`config.mk`:
```
export PLATFORM = sky130hd
export DESIGN_NAME = s_record_loader_top_flat
export DESIGN_NICKNAME = d
export VERILOG_FILES = /design/src/design/srl_pkg.sv /design/src/design/srl_if.sv /design/src/design/s_record_loader_top.sv /design/src/design/srl_in_stage.sv /design/src/design/srl_parser.sv /design/src/design/srl_out_stage.sv /design/src/flat_wrapper.sv
export SDC_FILE = /design/constraint.sdc
export NUM_CORES = 1
export LEC_CHECK = 0
export ABC_CLOCK_PERIOD_IN_PS = 16900
export BUFFER_PORTS_ARGS = -buffer_cell sky130_fd_sc_hd__clkbuf_2
export CAP_MARGIN = 20
export CORE_UTILIZATION = 30
export DETAILED_ROUTE_END_ITERATION = 8
export PLACE_DENSITY = 0.53
export SYNTH_ARGS = -nofsm -noshare
export SYNTH_HDL_FRONTEND = slang
export SYNTH_SLANG_ARGS = --single-unit
```
`constraint.sdc`:
```
create_clock -name clk -period 16.9 [get_ports clk]
set_input_delay 1.69 -clock clk [delete_from_list [all_inputs] [get_ports clk]]
set_output_delay 1.69 -clock clk [all_outputs]
set_load 0.01 [all_outputs]
```
`src/design/srl_pkg.sv`:
```
// Shared types, constants and helpers for the S-record loader.
package srl_pkg;

    // Target memory size and the address width that covers it
    localparam longint MEM_BYTES = 64'd4194304;
    localparam int ADDR_W = 22;
    localparam int SIZE_W = ADDR_W + 1;
    localparam logic [ADDR_W-1:0] ADDR_MASK = ADDR_W'(MEM_BYTES - 64'd1);

    // ASCII codes the parser looks for
    localparam logic [7:0] CH_S  = 8'h53;
    localparam logic [7:0] CH_LF = 8'h0A;
    localparam logic [7:0] CH_CR = 8'h0D;
    localparam logic [7:0] CH_1  = 8'h31;
    localparam logic [7:0] CH_3  = 8'h33;

    typedef logic [ADDR_W-1:0] addr_t;

    // Result kinds
    typedef enum logic [2:0] {
        KIND_WRITE    = 3'd0,
        KIND_DONE     = 3'd1,
        KIND_SKIPPED  = 3'd2,
        KIND_NOT_SREC = 3'd3,
        KIND_SUMMARY  = 3'd4
    } kind_t;

    // One input character
    typedef struct packed {
        logic [7:0] char_code;
        logic       file_end;
    } item_t;

    // One result item
    typedef struct packed {
        kind_t             result_kind;
        addr_t             mem_address;
        logic [7:0]        mem_byte;
        logic              checksum_bad;
        logic [SIZE_W-1:0] image_size;
        addr_t             min_address;
    } result_t;

    // Hex digit value; anything that is not a hex digit reads as zero
    function automatic logic [3:0] hex_value(input logic [7:0] c);
        logic [3:0] v;
        v = 4'd0;
        if (c >= 8'h30 && c <= 8'h39)
        begin
            v = 4'(c - 8'h30);
        end
        else if (c >= 8'h41 && c <= 8'h46)
        begin
            v = 4'(c - 8'h37);
        end
        else if (c >= 8'h61 && c <= 8'h66)
        begin
            v = 4'(c - 8'h57);
        end
        return v;
    endfunction

endpackage

```
`src/design/srl_if.sv`:
```
// Channel interfaces: character input, result output and register write.
interface srl_item_if;
    logic       valid;
    logic       ready;
    logic [7:0] char_code;
    logic       file_end;

    modport source (output valid, output char_code, output file_end, input ready);
    modport sink   (input valid, input char_code, input file_end, output ready);
endinterface

interface srl_result_if;
    logic                      valid;
    logic                      ready;
    srl_pkg::kind_t            result_kind;
    srl_pkg::addr_t            mem_address;
    logic [7:0]                mem_byte;
    logic                      checksum_bad;
    logic [srl_pkg::SIZE_W-1:0] image_size;
    srl_pkg::addr_t            min_address;

    modport source (output valid, output result_kind, output mem_address,
                    output mem_byte, output checksum_bad, output image_size,
                    output min_address, input ready);
    modport sink   (input valid, input result_kind, input mem_address,
                    input mem_byte, input checksum_bad, input image_size,
                    input min_address, output ready);
endinterface

interface srl_cfg_if;
    logic valid;
    logic ready;
    logic checksum_check_enable;

    modport source (output valid, output checksum_check_enable, input ready);
    modport sink   (input valid, input checksum_check_enable, output ready);
endinterface

```
`src/design/s_record_loader_top.sv`:
```
// Top level of the S-record loader.
//
// Usage:
//   chars   - one ASCII character per transfer; file_end = 1 closes the file
//             (character ignored) and yields a summary, or not-an-S-record.
//   results - byte writes, record done/skipped, not-an-S-record and file
//             summary, at most one per character.
//   cfg     - writes checksum_check_enable; always ready, write while idle.
// Path: a transferred character loads the input register, the parser works
// on it and its result loads the result register that drives results.
// Throughput: one character per cycle while results are taken; the parser
// does a nibble shift, one 8-bit add and one 23-bit compare per character.
// The input register takes a new character while a result waits, as long
// as the result register is free or being emptied; when the receiver
// stalls with a result held, the parser holds and chars.ready drops after
// at most one more character.
// Reset clears the parser to start of line, lowest address to the last
// memory byte, highest to zero, and the checksum check to disabled.
module s_record_loader_top (
    input  logic         clk,
    input  logic         rst_n,
    srl_item_if.sink     chars,
    srl_result_if.source results,
    srl_cfg_if.sink      cfg
);

    logic             item_valid;
    srl_pkg::item_t   item;
    logic             can_load;
    logic             go;
    logic             res_valid;
    srl_pkg::result_t res;
    logic             chk_en_reg;

    // Parser advances when a character is held and the result slot is free
    assign go = item_valid && can_load;

    // Checksum check enable register
    assign cfg.ready = 1'b1;
    always_ff @(posedge clk or negedge rst_n)
    begin
        if (!rst_n)
        begin
            chk_en_reg <= 1'b0;
        end
        else if (cfg.valid && cfg.ready)
        begin
            chk_en_reg <= cfg.checksum_check_enable;
        end
    end

    srl_in_stage u_in (
        .clk        (clk),
        .rst_n      (rst_n),
        .chars      (chars),
        .take       (go),
        .item_valid (item_valid),
        .item       (item)
    );

    srl_parser u_parser (
        .clk       (clk),
        .rst_n     (rst_n),
        .go        (go),
        .item      (item),
        .chk_en    (chk_en_reg),
        .res_valid (res_valid),
        .res       (res)
    );

    srl_out_stage u_out (
        .clk      (clk),
        .rst_n    (rst_n),
        .load     (go && res_valid),
        .res      (res),
        .can_load (can_load),
        .results  (results)
    );

endmodule

```
`src/design/srl_in_stage.sv`:
```
// Input register: holds one character until the parser consumes it.
module srl_in_stage (
    input  logic            clk,
    input  logic            rst_n,
    srl_item_if.sink        chars,
    input  logic            take,
    output logic            item_valid,
    output srl_pkg::item_t  item
);

    logic           vld_reg;
    srl_pkg::item_t item_reg;

    // Open when empty or when the held character moves on this cycle
    assign chars.ready = !vld_reg || take;
    assign item_valid  = vld_reg;
    assign item        = item_reg;

    // Valid flag
    always_ff @(posedge clk or negedge rst_n)
    begin
        if (!rst_n)
        begin
            vld_reg <= 1'b0;
        end
        else if (chars.ready)
        begin
            vld_reg <= chars.valid;
        end
    end

    // Payload, no reset
    always_ff @(posedge clk)
    begin
        if (chars.valid && chars.ready)
        begin
            item_reg.char_code <= chars.char_code;
            item_reg.file_end  <= chars.file_end;
        end
    end

endmodule

```
`src/design/srl_parser.sv`:
```
// Record parser: line state machine, address and checksum tracking.
module srl_parser (
    input  logic             clk,
    input  logic             rst_n,
    input  logic             go,
    input  srl_pkg::item_t   item,
    input  logic             chk_en,
    output logic             res_valid,
    output srl_pkg::result_t res
);

    typedef enum logic [7:0] {
        PH_LINE_START = 8'b0000_0001,
        PH_TYPE       = 8'b0000_0010,
        PH_COUNT      = 8'b0000_0100,
        PH_ADDRESS    = 8'b0000_1000,
        PH_DATA       = 8'b0001_0000,
        PH_CHECKSUM   = 8'b0010_0000,
        PH_SKIP       = 8'b0100_0000,
        PH_FAILED     = 8'b1000_0000
    } phase_t;

    phase_t         phase_reg, phase_next;
    logic [3:0]     cnt_reg, cnt_next;
    logic [1:0]     type_reg, type_next;
    logic [3:0]     pend_reg, pend_next;
    srl_pkg::addr_t acc_reg, acc_next;
    srl_pkg::addr_t wptr_reg, wptr_next;
    logic [7:0]     left_reg, left_next;
    logic [7:0]     bcount_reg, bcount_next;
    logic [7:0]     sum_reg, sum_next;
    srl_pkg::addr_t low_reg, low_next;
    srl_pkg::addr_t high_reg, high_next;
    logic           failed_reg, failed_next;

    // Next state and result for the held character
    always_comb
    begin
        logic [7:0]              c;
        logic [3:0]              nib;
        logic [7:0]              pair;
        logic [3:0]              cnt_inc;
        srl_pkg::addr_t          phys;
        logic [7:0]              needed;
        logic [7:0]              n;
        logic [srl_pkg::SIZE_W-1:0] end_addr;
        srl_pkg::addr_t          last_addr;

        c        = item.char_code;
        nib      = srl_pkg::hex_value(c);
        pair     = {pend_reg, nib};
        cnt_inc  = cnt_reg + 4'd1;
        phys     = {acc_reg[srl_pkg::ADDR_W-5:0], nib};
        needed   = {6'd0, type_reg} + 8'd2;
        n        = bcount_reg - needed;
        end_addr = {1'b0, phys} + srl_pkg::SIZE_W'(n);
        last_addr = phys + srl_pkg::ADDR_W'(n) - srl_pkg::ADDR_W'(1);

        phase_next  = phase_reg;
        cnt_next    = cnt_reg;
        type_next   = type_reg;
        pend_next   = pend_reg;
        acc_next    = acc_reg;
        wptr_next   = wptr_reg;
        left_next   = left_reg;
        bcount_next = bcount_reg;
        sum_next    = sum_reg;
        low_next    = low_reg;
        high_next   = high_reg;
        failed_next = failed_reg;

        res_valid          = 1'b0;
        res.result_kind    = srl_pkg::KIND_WRITE;
        res.mem_address    = '0;
        res.mem_byte       = '0;
        res.checksum_bad   = 1'b0;
        res.image_size     = '0;
        res.min_address    = low_reg;

        if (item.file_end)
        begin
            // File end: report, then back to the reset state
            res_valid = 1'b1;
            if (failed_reg)
            begin
                res.result_kind = srl_pkg::KIND_NOT_SREC;
            end
            else
            begin
                res.result_kind = srl_pkg::KIND_SUMMARY;
                res.image_size  = {1'b0, high_reg} + srl_pkg::SIZE_W'(1);
            end
            phase_next  = PH_LINE_START;
            cnt_next    = '0;
            type_next   = '0;
            pend_next   = '0;
            acc_next    = '0;
            wptr_next   = '0;
            left_next   = '0;
            bcount_next = '0;
            sum_next    = '0;
            low_next    = srl_pkg::ADDR_MASK;
            high_next   = '0;
            failed_next = 1'b0;
        end
        else if (phase_reg == PH_FAILED || c == srl_pkg::CH_CR)
        begin
            // nothing
        end
        else if (c == srl_pkg::CH_LF)
        begin
            phase_next = PH_LINE_START;
            cnt_next   = '0;
        end
        else
        begin
            case (phase_reg)
                PH_LINE_START:
                begin
                    if (c == srl_pkg::CH_S)
                    begin
                        phase_next = PH_TYPE;
                    end
                    else
                    begin
                        failed_next     = 1'b1;
                        phase_next      = PH_FAILED;
                        res_valid       = 1'b1;
                        res.result_kind = srl_pkg::KIND_NOT_SREC;
                    end
                end
                PH_TYPE:
                begin
                    if (c >= srl_pkg::CH_1 && c <= srl_pkg::CH_3)
                    begin
                        type_next  = c[1:0];
                        phase_next = PH_COUNT;
                        cnt_next   = '0;
                        sum_next   = '0;
                        acc_next   = '0;
                    end
                    else
                    begin
                        type_next  = '0;
                        phase_next = PH_SKIP;
                    end
                end
                PH_COUNT:
                begin
                    if (cnt_reg == 4'd0)
                    begin
                        pend_next = nib;
                        cnt_next  = 4'd1;
                    end
                    else
                    begin
                        cnt_next    = '0;
                        bcount_next = pair;
                        sum_next    = sum_reg + pair;
                        phase_next  = PH_ADDRESS;
                    end
                end
                PH_ADDRESS:
                begin
                    acc_next = phys;
                    cnt_next = cnt_inc;
                    if (!cnt_reg[0])
                    begin
                        pend_next = nib;
                    end
                    else
                    begin
                        sum_next = sum_reg + pair;
                    end
                    // Last address nibble: range check
                    if (cnt_inc == {1'b0, type_reg, 1'b0} + 4'd2)
                    begin
                        cnt_next = '0;
                        if (bcount_reg < needed
                            || end_addr > {1'b0, srl_pkg::ADDR_MASK})
                        begin
                            phase_next      = PH_SKIP;
                            res_valid       = 1'b1;
                            res.result_kind = srl_pkg::KIND_SKIPPED;
                            res.mem_address = phys;
                        end
                        else
                        begin
                            wptr_next = phys;
                            left_next = n;
                            if (n != 8'd0)
                            begin
                                if (phys < low_reg)
                                begin
                                    low_next = phys;
                                end
                                if (last_addr > high_reg)
                                begin
                                    high_next = last_addr;
                                end
                                phase_next = PH_DATA;
                            end
                            else
                            begin
                                phase_next = PH_CHECKSUM;
                            end
                        end
                    end
                end
                PH_DATA:
                begin
                    if (cnt_reg == 4'd0)
                    begin
                        pend_next = nib;
                        cnt_next  = 4'd1;
                    end
                    else
                    begin
                        cnt_next        = '0;
                        sum_next        = sum_reg + pair;
                        wptr_next       = wptr_reg + srl_pkg::ADDR_W'(1);
                        left_next       = left_reg - 8'd1;
                        if (left_reg == 8'd1)
                        begin
                            phase_next = PH_CHECKSUM;
                        end
                        res_valid       = 1'b1;
                        res.result_kind = srl_pkg::KIND_WRITE;
                        res.mem_address = wptr_reg;
                        res.mem_byte    = pair;
                    end
                end
                PH_CHECKSUM:
                begin
                    if (cnt_reg == 4'd0)
                    begin
                        pend_next = nib;
                        cnt_next  = 4'd1;
                    end
                    else
                    begin
                        cnt_next         = '0;
                        phase_next       = PH_SKIP;
                        res_valid        = 1'b1;
                        res.result_kind  = srl_pkg::KIND_DONE;
                        res.checksum_bad = chk_en && (pair != ~sum_reg);
                    end
                end
                default:
                begin
                    // skip rest of line
                end
            endcase
        end
    end

    // Control state
    always_ff @(posedge clk or negedge rst_n)
    begin
        if (!rst_n)
        begin
            phase_reg  <= PH_LINE_START;
            cnt_reg    <= '0;
            type_reg   <= '0;
            pend_reg   <= '0;
            acc_reg    <= '0;
            wptr_reg   <= '0;
            left_reg   <= '0;
            bcount_reg <= '0;
            sum_reg    <= '0;
            low_reg    <= srl_pkg::ADDR_MASK;
            high_reg   <= '0;
            failed_reg <= 1'b0;
        end
        else if (go)
        begin
            phase_reg  <= phase_next;
            cnt_reg    <= cnt_next;
            type_reg   <= type_next;
            pend_reg   <= pend_next;
            acc_reg    <= acc_next;
            wptr_reg   <= wptr_next;
            left_reg   <= left_next;
            bcount_reg <= bcount_next;
            sum_reg    <= sum_next;
            low_reg    <= low_next;
            high_reg   <= high_next;
            failed_reg <= failed_next;
        end
    end

    // Checks
    a_failed_flag: assert property (@(posedge clk) disable iff (!rst_n)
        phase_reg == PH_FAILED |-> failed_reg)
        else $error("failed phase without failed flag");

    a_write_in_data: assert property (@(posedge clk) disable iff (!rst_n)
        res_valid && res.result_kind == srl_pkg::KIND_WRITE && !item.file_end
        |-> phase_reg == PH_DATA)
        else $error("byte write outside data phase");

    a_data_left: assert property (@(posedge clk) disable iff (!rst_n)
        phase_reg == PH_DATA |-> left_reg != 8'd0)
        else $error("data phase with no bytes left");

    a_summary_clears: assert property (@(posedge clk) disable iff (!rst_n)
        go && item.file_end |=> phase_reg == PH_LINE_START && !failed_reg
        && low_reg == srl_pkg::ADDR_MASK)
        else $error("file end did not clear state");

endmodule

```
`src/design/srl_out_stage.sv`:
```
// Result register: holds one result until the receiver takes it.
module srl_out_stage (
    input  logic             clk,
    input  logic             rst_n,
    input  logic             load,
    input  srl_pkg::result_t res,
    output logic             can_load,
    srl_result_if.source     results
);

    logic             vld_reg;
    srl_pkg::result_t res_reg;

    assign can_load = !vld_reg || results.ready;

    // Valid flag
    always_ff @(posedge clk or negedge rst_n)
    begin
        if (!rst_n)
        begin
            vld_reg <= 1'b0;
        end
        else if (can_load)
        begin
            vld_reg <= load;
        end
    end

    // Payload, no reset
    always_ff @(posedge clk)
    begin
        if (load && can_load)
        begin
            res_reg <= res;
        end
    end

    assign results.valid          = vld_reg;
    assign results.result_kind    = res_reg.result_kind;
    assign results.mem_address    = res_reg.mem_address;
    assign results.mem_byte       = res_reg.mem_byte;
    assign results.checksum_bad   = res_reg.checksum_bad;
    assign results.image_size     = res_reg.image_size;
    assign results.min_address    = res_reg.min_address;

endmodule
```
`src/flat_wrapper.sv`:
```
// flat-port wrapper written by rule: the top's interface ports become plain ports
module s_record_loader_top_flat 
  (clk, rst_n, chars_valid, chars_char_code, chars_file_end, chars_ready, results_valid, results_result_kind, results_mem_address, results_mem_byte, results_checksum_bad, results_image_size, results_min_address, results_ready, cfg_valid, cfg_checksum_check_enable, cfg_ready);
  srl_item_if chars_i ();
  srl_result_if results_i ();
  srl_cfg_if cfg_i ();
  input  logic clk;
  input  logic rst_n;
  input wire logic [$bits(chars_i.valid)-1:0] chars_valid;
  input wire logic [$bits(chars_i.char_code)-1:0] chars_char_code;
  input wire logic [$bits(chars_i.file_end)-1:0] chars_file_end;
  output wire logic [$bits(chars_i.ready)-1:0] chars_ready;
  output wire logic [$bits(results_i.valid)-1:0] results_valid;
  output wire logic [$bits(results_i.result_kind)-1:0] results_result_kind;
  output wire logic [$bits(results_i.mem_address)-1:0] results_mem_address;
  output wire logic [$bits(results_i.mem_byte)-1:0] results_mem_byte;
  output wire logic [$bits(results_i.checksum_bad)-1:0] results_checksum_bad;
  output wire logic [$bits(results_i.image_size)-1:0] results_image_size;
  output wire logic [$bits(results_i.min_address)-1:0] results_min_address;
  input wire logic [$bits(results_i.ready)-1:0] results_ready;
  input wire logic [$bits(cfg_i.valid)-1:0] cfg_valid;
  input wire logic [$bits(cfg_i.checksum_check_enable)-1:0] cfg_checksum_check_enable;
  output wire logic [$bits(cfg_i.ready)-1:0] cfg_ready;
  assign chars_i.valid = chars_valid;
  assign chars_i.char_code = chars_char_code;
  assign chars_i.file_end = chars_file_end;
  assign chars_ready = chars_i.ready;
  assign results_valid = results_i.valid;
  assign results_result_kind = results_i.result_kind;
  assign results_mem_address = results_i.mem_address;
  assign results_mem_byte = results_i.mem_byte;
  assign results_checksum_bad = results_i.checksum_bad;
  assign results_image_size = results_i.image_size;
  assign results_min_address = results_i.min_address;
  assign results_i.ready = results_ready;
  assign cfg_i.valid = cfg_valid;
  assign cfg_i.checksum_check_enable = cfg_checksum_check_enable;
  assign cfg_ready = cfg_i.ready;
  s_record_loader_top u_core (.clk(clk), .rst_n(rst_n), .chars(chars_i), .results(results_i), .cfg(cfg_i));
endmodule
```
## Word-level counts from Yosys, hierarchy flattened

Cells that the tools add are included.

- $add $sub $neg: 14
- Order comparisons: 12
- Equality and inequality tests: 32
- Muxes and demuxes: 108
- Bitwise operators: 4
- Reduce and logical (&&, ||, !) cells: 49

Operator list:

| operator | number |
|---|---|
| $mux W22 | 22 |
| $mux W8 | 28 |
| $pmux W22 S2 | 2 |
| $mux W18 | 4 |
| $mux W34 | 2 |
| $mux W4 | 13 |
| $mux W24 | 2 |
| $pmux W8 S6 | 1 |
| $pmux W18 S2 | 1 |
| $mux W30 | 1 |
| $eq A8 B4 Y1 const B | 3 |
| $ne A4 B3 Y1 const B | 6 |
| $pmux W8 S3 | 1 |
| $reduce_and A8 Y1 | 3 |
| $add A22 B1 Y23 const B | 1 |
| $add A22 B8 Y23 | 1 |
| $gt A23 B22 Y1 const B | 1 |
| $add A22 B1 Y22 const B | 1 |
| $add A22 B8 Y22 | 1 |
| $gt A22 B22 Y1 | 1 |
| $lt A22 B22 Y1 | 1 |
| $sub A22 B1 Y22 const B | 1 |
| $ne A3 B2 Y1 const B | 7 |
| $eq A8 B1 Y1 const B | 2 |
| 51 further kinds | 113 |

- Register bits: 218
- Input port bits: 15
- Output and inout port bits: 82

## Depth between registers and ports, before layout

- Depth after elaboration: 16
- Depth in mapped cells: 30

## Hierarchy

Synthesis repeated with hierarchy kept, for this count alone.

- Cells, all modules: 1,345
- Area, all modules: 13,379.1 µm²

Modules (own cells, without submodules):

| module | instances | cells an instance | area an instance (µm²) | seq. area each (µm²) |
|---|---|---|---|---|
| srl_parser | 1 | 1,243 | 10,565.1 | 3,206.8 |
| srl_out_stage | 1 | 83 | 2,426.1 | 2,397.3 |
| srl_in_stage | 1 | 13 | 324.1 | 295.3 |
| s_record_loader_top | 1 | 6 | 63.8 | 25.0 |

## Least setup slack after synthesis

OpenSTA, ideal clock, no wires.

- Path type: reg2reg
- Start point: reg u_core.u_parser.type_reg[1]
- End point: reg u_core.u_parser.high_reg[6]
- Setup time: 0.133 ns
- Arrival: 5.340 ns
- Data required time: 16.767 ns
- Setup slack: 11.427 ns
- Stages on the path, launching flop included: 29
- Path buffers: 2
- Period minus slack after synthesis: 5.473 ns
- Path through: dfrtp_1 inv_1 ha_1 a21oi_1 nand2_1 or3_1 or3_1 xnor2_1 inv_1 ha_1 inv_1 ha_1 a2111o_1 a21oi_1 o21bai_1 a221oi_2 o21ai_0 xor2_1 ha_1 nand2_1 o21ai_0 nor2_1 nand3_1 o21a_1 a31o_2 buf_4 buf_4 nand3_1 o21ai_0

- Word-level cells in the longest chain between the ends: 12
- Elaborated cells on any way between the ends: 25
- Classes of those cells: add/sub: 6; order compare: 3; eq/ne: 2; mux: 8; reduce/logical: 6

Ends and longest elaborated chain:

| item | line | text |
|---|---|---|
| start: declaration | srl_parser.sv:25 | `logic [1:0] type_reg, type_next;` |
| start signal: assignment | srl_parser.sv:279 | `type_reg <= type_next;` |
| branches (longest 12 deep; another with $add A22 B8 Y22) | - |  |
| end signal: assignment | srl_parser.sv:287 | `high_reg <= high_next;` |
| end: declaration | srl_parser.sv:33 | `srl_pkg::addr_t high_reg, high_next;` |

Parallel ways; which one is timed is not known. The select of a mux whose other input is x is not followed.
A chain may end at the register's enable or synchronous reset.

## Worst setup path after layout

- Start point: reg u_core.u_in.item_reg, in the netlist u_core.u_in.item[2]
- End point: reg u_core.u_parser.high_reg[18]

- Word-level cells in the longest chain between the ends: 15
- Elaborated cells on any way between the ends: 37
- Classes of those cells: add/sub: 6; order compare: 8; eq/ne: 5; mux: 11; reduce/logical: 7

Ends and longest elaborated chain:

| item | line | text |
|---|---|---|
| start: declaration | srl_in_stage.sv:12 | `srl_pkg::item_t item_reg;` |
| branches (longest 15 deep; another with $add A22 B8 Y22) | - |  |

Parallel ways; which one is timed is not known. The select of a mux whose other input is x is not followed.

==> flow_metrics.tcl <==
set metrics [dict create \
    dr.first_iter.drc_count 580 \
    synth.distinct_cells 89 \
    end_kind "flip-flop" \
    fillers 4356 \
    cp_max_fo 38 \
    maxSlewViolCount 0 \
    arrival_ns 7.05 \
    setup_violations 0 \
    ctsResizeCount 0 \
    chipHeight_um 211.1 \
    min_to "u_core.u_parser.sum_reg[3]$_DFFE_PN0P_" \
    combPwrFrac 0.270 \
    hold_buffers 0 \
    cts_tree "done" \
    finalWorstPathRequiredPeriod_ns 6.629 \
    cts_setup_buffers 0 \
    io_buffers 95 \
    outcome "finished, final reports clean" \
    ir_drop_v 0.00006195 \
    cts_max_level 1 \
    clock-sinks 218 \
    pwr-share-clk 0.363 \
    synth_edf_count 88 \
    finalHoldViolCount 0 \
    r2r-start "u_core.u_in.item[2]$_DFFE_PP_" \
    grt_pass1_wl_mm 54.81 \
    ys_seq_area_frac 0.4515 \
    power.share.switching 0.3178 \
    die_w_um 211.1 \
    setup_tns_ns 0 \
    async_flop_share 0.5963 \
    first_pass_iters 7 \
    ios 97 \
    dp_hpwl_mm 24.84 \
    grt.total_usage 0.1547 \
    antenna_found_initial 0 \
    holdWs_ns 0.4857 \
    largest_reg_flops 23 \
    initial_core_util 0.3046 \
    synth_nets 1456 \
    wl_per_cell_um 17.06 \
    grt_pass1_vias 9873 \
    crit_type "reg -> reg" \
    layout-drive-gt1-share 0.1520 \
    vias 10160 \
    n_antenna_cell 0 \
    power.internal_mw 1.177 \
    cts_buffers 27 \
    core_area_um2 43080 \
    layout_common_cells "125 x nor2_1, 114 x inv_1, 107 x ha_1, 107 x dfrtp_1, 94 x clkbuf_2" \
    synth_cells 1330 \
    power_mw 1.725 \
    synthFlopType "dfrtp_1" \
    finClkSkew_ns 0.01700 \
    ant_nets 0 \
    rr_worst_depth 26 \
    die_area_um2 44580 \
    p_switching_mw 0.5482 \
    crit_required_ns 17.32 \
    tightest_slew_ns 1.049 \
    rsz0062_at_grt "false" \
    synth-seq-cells 218 \
    drc 0 \
    rows 76 \
    power.leakage_nw 6.553 \
    fin_crit_sh 0.3922 \
    fin_nets 1546 \
    synth_warnings 0 \
    overflow 0 \
    seqPwrFrac 0.367 \
    avgViaCountPerCell 5.016 \
    syn2layout_area_growth_pct 16.14 \
    gp_congestion 0.8459 \
    rrSetupSlack_ns 10.27 \
    worstHoldStart "u_core.u_parser.sum_reg[3]$_DFFE_PN0P_" \
    grt_max_degree 80 \
    path_clk_slew_ns 0.06 \
    slew_headroom 0.2963 \
    synth_area_per_cell_um2 9.866 \
    pwr_density_cell_nw_per_um2 113.2 \
    worst_setup_path_start_kind "flip-flop" \
    root_buffer "clkbuf_16" \
    rr_endpoint "u_core.u_parser.high_reg[18]$_DFFE_PN0P_" \
    fmax_mhz 150.9 \
    worstHoldPathType "reg -> reg" \
    mappedNetlistArea_um2 13120 \
    hold_depth 2 \
    drv_cap 0 \
    insertion_delay_ns 0.55 \
    cts_buffer_depth 3 \
    finalWirelength_mm 34.55 \
    mostFrequentLayoutCell "nor2_1" \
]
-- worst max path at each step --
stage	from	end	cells after the start
2_1_floorplan	u_core.u_parser.type_reg[1]$_DFFE_PN0P_	u_core.u_parser.high_reg[6]$_DFFE_PN0P_	28
3_3_place_gp	u_core.u_parser.type_reg[1]$_DFFE_PN0P_	u_core.u_parser.high_reg[20]$_DFFE_PN0P_	25
3_5_place_dp	u_core.u_in.item[2]$_DFFE_PP_	u_core.u_parser.high_reg[0]$_DFFE_PN0P_	27
4_1_cts	u_core.u_in.item[2]$_DFFE_PP_	u_core.u_parser.high_reg[0]$_DFFE_PN0P_	27
5_1_grt	u_core.u_in.item[2]$_DFFE_PP_	u_core.u_parser.high_reg[0]$_DFFE_PN0P_	27
6_report	u_core.u_in.item[2]$_DFFE_PP_	u_core.u_parser.high_reg[18]$_DFFE_PN0P_	26
-- worst max-delay path, stage by stage (launching register included) --
cell	delay [ns]
edfxtp_1	0.50
inv_1	0.12
ha_1	0.21
and2b_1	0.21
a211oi_1	0.23
and2_4	0.21
a21o_1	0.12
a22o_1	0.40
inv_1	0.20
ha_1	0.24
inv_1	0.05
ha_1	0.26
nor2b_4	0.15
o31a_1	0.27
o41a_1	0.40
a311oi_1	0.29
o21bai_1	0.10
a21oi_1	0.18
xnor2_1	0.13
ha_1	0.32
nand4_1	0.12
nor4_1	0.37
o31ai_1	0.15
nand3_1	0.12
o21a_1	0.15
a31o_2	0.63
a2bb2o_1	0.33
-- stage by stage --
step,instance area (um2),setup WS (ns),instances,utilization
6_report,15240,10.27,2026,0.3538
5_1_grt,15240,9.700,2026,0.3538
4_1_cts,15120,10.28,2019,0.3511
3_5_place_dp,14160,10.33,1969,0.3288
3_3_place_gp,14160,10.52,1968,0.3287
2_1_floorplan,13120,11.43,1330,-
-- layout make-up --
| cell class | count | area [um2] | share of cell area |
|---|---|---|---|
| Timing Repair Buffer | 110 | 656.9 | 0.04310 |
| Clock inverter | 16 | 235.2 | 0.01544 |
| Inverter | 115 | 431.7 | 0.02833 |
| Sequential cell | 218 | 5924 | 0.3888 |
| Clock buffer | 34 | 721.9 | 0.04737 |
| Multi-Input combinational cell | 948 | 6538 | 0.4290 |
| Tap cell | 585 | 732.0 | 0.04803 |
-- Yosys cell counts, drive strengths merged, types with 13 or more instances --
| master | instances | share of area |
|---|---|---|
| xor2 | 13 | 0.0087 |
| inv | 115 | 0.033 |
| dfrtp | 107 | 0.20 |
| xnor2 | 39 | 0.027 |
| o21ai | 89 | 0.034 |
| a21o | 32 | 0.019 |
| nor2 | 128 | 0.037 |
| nor3 | 29 | 0.012 |
| a21oi | 64 | 0.025 |
| nand2 | 93 | 0.027 |
| clkbuf | 26 | 0.0074 |
| o22a | 25 | 0.017 |
| ha | 107 | 0.10 |
| and3 | 13 | 0.0062 |
| dfstp | 23 | 0.046 |
| a211oi | 13 | 0.0074 |
| buf | 23 | 0.012 |
| nand3 | 44 | 0.017 |
| nand4 | 21 | 0.010 |
| o31ai | 34 | 0.020 |
| a22oi | 31 | 0.018 |
| edfxtp | 88 | 0.20 |
-- power by group through the flow --
stage          Clock, mW  Sequential (mW)  Combinational, mW
3_3_place_gp           0            0.644              0.458
5_1_grt            0.667            0.638              0.527
6_report           0.625            0.633              0.466
3_5_place_dp           0            0.644              0.463
4_1_cts            0.645            0.635              0.467
2_1_floorplan          0            0.646              0.331
-- cells by family (layout without fill, tap and decap cells) --
logic type,after synthesis,count (layout),synth area share
adder cells (fa/ha/maj),111,111,0.1081
buffers and inverters,164,275,0.05197
AO/OA/AOI/OAI,360,360,0.1873
XOR/XNOR,52,52,0.03528
other,1,1,0.0002858
AND/OR/NAND/NOR,417,417,0.1595
multiplexers,7,7,0.006008
flip-flops,218,218,0.4515
-- per-layer routing --
metal	vias up	GRT usage	routed length, um
li1	5010	-	-
met1	4941	0.2022	15770
met2	162	0.2616	16640
met3	49	0.02572	1377
met4	0	0.04473	763
met5	-	0	0
Note: power is estimated with default switching activity, not from simulation.
